$ cat config.mk
export PLATFORM = sky130hd
export DESIGN_NAME = rcba_ram
export DESIGN_NICKNAME = d
export VERILOG_FILES = /design/src/design/rcba_ram.sv
export SDC_FILE = /design/constraint.sdc
export NUM_CORES = 1
export LEC_CHECK = 0
export ABC_CLOCK_PERIOD_IN_PS = 2400
export BUFFER_PORTS_ARGS = -buffer_cell sky130_fd_sc_hd__buf_2
export CAP_MARGIN = 25
export CORE_ASPECT_RATIO = 1.25
export CORE_MARGIN = 1
export CORE_UTILIZATION = 54
export DETAILED_ROUTE_END_ITERATION = 10
export PLACE_DENSITY = 0.79
export SLEW_MARGIN = 20
export SYNTH_ARGS = -nofsm -noshare
export SYNTH_HDL_FRONTEND = slang
export SYNTH_SLANG_ARGS = --single-unit
$ cat constraint.sdc
create_clock -name clk -period 2.4 [get_ports clk]
set_input_delay 0.48 -clock clk [delete_from_list [all_inputs] [get_ports clk]]
set_output_delay 0.48 -clock clk [all_outputs]
set_load 0.05 [all_outputs]
$ cat src/design/rcba_ram.sv
// ----------------------------------------------------------------------------
// rcba_ram
// Simple dual-port RAM: one write port, one read port with registered data.
// ----------------------------------------------------------------------------
module rcba_ram #(
  parameter int WIDTH = 8,
  parameter int DEPTH = 16
) (
  input  logic                     clk,
  input  logic                     we,
  input  logic [$clog2(DEPTH)-1:0] waddr,
  input  logic [WIDTH-1:0]         wdata,
  input  logic [$clog2(DEPTH)-1:0] raddr,
  output logic [WIDTH-1:0]         rdata
);

  logic [WIDTH-1:0] mem [DEPTH];

  always_ff @(posedge clk) begin
    if (we) begin
      mem[waddr] <= wdata;
    end
    rdata <= mem[raddr];
  end

endmodule

==> results_dict.tcl <==
set metrics [dict create \
    drt_iter0_drc 256 \
    synthFlopType "edfxtp_1" \
    syn-num-nets 247 \
    dp_hpwl_mm 6.24 \
    clockRootBuffer "clkbuf_16" \
    cp_top_family "flip-flops" \
    dp_cells 386 \
    cts_sinks 136 \
    antenna_found_initial 0 \
    reg2reg_depth 3 \
    peakVddDrop_mv 0.549 \
    num_rows 39 \
    rsz0062_at_grt "no" \
    relSlewSlack_pct 55.6 \
    synth-seq-cells 136 \
    worst-path-buf-inv 1 \
    critical_path_class "reg2out" \
    path_max_fanout 1 \
    via_per_inst 6.00 \
    fp.coreArea_um2 9220 \
    dpl_worst_slack_ns 0.455 \
    worst-path-stages 1 \
    final-hold-violation-count 0 \
    synth.most_common_cell "edfxtp_1" \
    io_buffers 25 \
    start_util_pct 55.8 \
    setup_viol 0 \
    synthArstFlopShare_pct 0 \
    setup_tns_ns 0 \
    clock_skew_ns 0.00880 \
    die-height_um 111 \
    drc 0 \
    fillCellCount 562 \
    critPathRequiredTime_ns 1.92 \
    grt_usage_pct 23.1 \
    areaGrowthSynthToFinish_pct 20.2 \
    grt_pass1_vias 2640 \
    leakagePower_nw 2.13 \
    fin_crit_ns 1.57 \
    cts.repair.resized 0 \
    crit_arrival_ns 1.09 \
    synth_common_cells "128 x edfxtp_1, 18 x mux4_2, 16 x a22oi_1" \
    hp-class "in2reg" \
    netlist_area_um2 5150 \
    cts_buffer_depth 2 \
    wl_per_cell_um 24.2 \
    cts.clk_slew.worst_paths_ns 0.06 \
    ant_nets 0 \
    die_width_um 89.3 \
    final_cell_count_no_fill 418 \
    period_share_pct 65.2 \
    status "completed" \
    worstMarginPinSlew_ns 0.664 \
    cts_tree "built" \
    avgSynthCellArea_um2 22.5 \
    drive_gt1_share_pct 32.2 \
    critPathMaxStageDelay_ns 0.39 \
    maxCapViolCount 0 \
    crit_chain "buf_2" \
    power.density_nw_per_um2 954 \
    fin_area_um2 6180 \
    start_kind "flop" \
    drv_slew 0 \
    fin_ws_ns 0.834 \
    nets 300 \
    placed_area_um2 5510 \
    clock_latency_ns 0.42 \
    hold_depth 1 \
    max_freq_ghz 0.639 \
    synth_area_leaders "edfxtp_1 75%, mux4_2 7.9%, mux4_1 7.1%" \
    wl_mm 10.1 \
    seq_area_frac_synth_pct 77.8 \
    grt_max_degree 33 \
    die_area_um2 9930 \
    htree_levels 4 \
    boundaryPins 26 \
    grt_pass1_wl_mm 15.3 \
    synth_top_cell_by_area "edfxtp_1" \
    cts_hold_buf 0 \
    dr.pass1.iters 5 \
    yosysTopAreaCellShare_pct 74.7 \
    worst_setup_path_end_kind "output port" \
    cts_setup_buffers 0 \
    yosysUniqueCellTypes 19 \
    vias 2506 \
    numCtsBuffers 17 \
    antenna_cells 0 \
    grt_overflow 0 \
    synth_warnings 0 \
    place_congestion 0.802 \
    cp_slowest_cell "dfxtp_1" \
    synth_edf_count 128 \
    synthCells 229 \
]
[flip-flops by register name (all words and copies together) (netlist names)]
signal / cells
mem: 128
rdata: 8
[placed cells by master, fill, tap and decap left out, drive strengths merged]
cell type / n
dfxtp: 8
buf: 44
and2: 1
nand3: 1
nor3: 4
nor2: 13
nand3b: 2
nor2b: 1
edfxtp: 128
bufinv: 6
clkinvlp: 2
clkbuf: 19
nand2b: 2
a22oi: 16
and2b: 1
mux4: 32
nand2: 9
clkinv: 5
or3b: 1
[power by group]
group          switching (mW)  internal (mW)
sequential             0.0185           2.66
clock                   0.931           2.00
combinational           0.191          0.106
total                    1.14           4.76
[cell type report]
type | count | area (µm²) | share of cell area (%)
clock inverter | 13 | 224 | 3.62
timing repair buffer | 44 | 293 | 4.73
sequential | 136 | 4000 | 64.7
clock buffer | 19 | 453 | 7.32
tap | 123 | 154 | 2.49
multi-input combinational | 83 | 1060 | 17.1
[per-stage QoR]
step	utilization [%]	total power, mW	hold slack, ns
final	67.1	5.90	0.456
after CTS	67.1	5.93	0.444
after detailed placement	59.7	3.02	0.662
after global placement	59.7	3.01	0.660
after global routing	67.1	6.04	0.461
after floorplan	-	2.91	0.579
[worst reg2reg max path, cell delays in order, from the launching register on]
cell and delay [ns]:
edfxtp_1 0.38, mux4_1 0.53, a22oi_1 0.29, nand2_1 0.08
[final timing paths]
path | from | endpoint | slack (ns)
max reg2reg | mem[2][1]$_DFFE_PP_ | rdata[1]$_DFF_P_ | 1.01
max | rdata[3]$_DFF_P_ | rdata[3] | 0.83
min | wdata[2] | mem[14][2]$_DFFE_PP_ | 0.46
min reg2reg | mem[8][1]$_DFFE_PP_ | rdata[1]$_DFF_P_ | 0.67
[per-layer routing]
layer  up-vias  share of wire, %  GRT usage [%]
met5         -                 0              0
met4         0               2.8           11.4
met3        22               6.2           6.55
met2       127                53           36.2
met1      1280                38           29.5
li1       1077                 -              -
[kinds of logic after synthesis]
family	synth area share (%)
mux	15.0
compound gates	2.33
flops	77.8
simple gates	3.18
buf+inv	1.68
No activity file was read; power rests on OpenSTA's default activity.
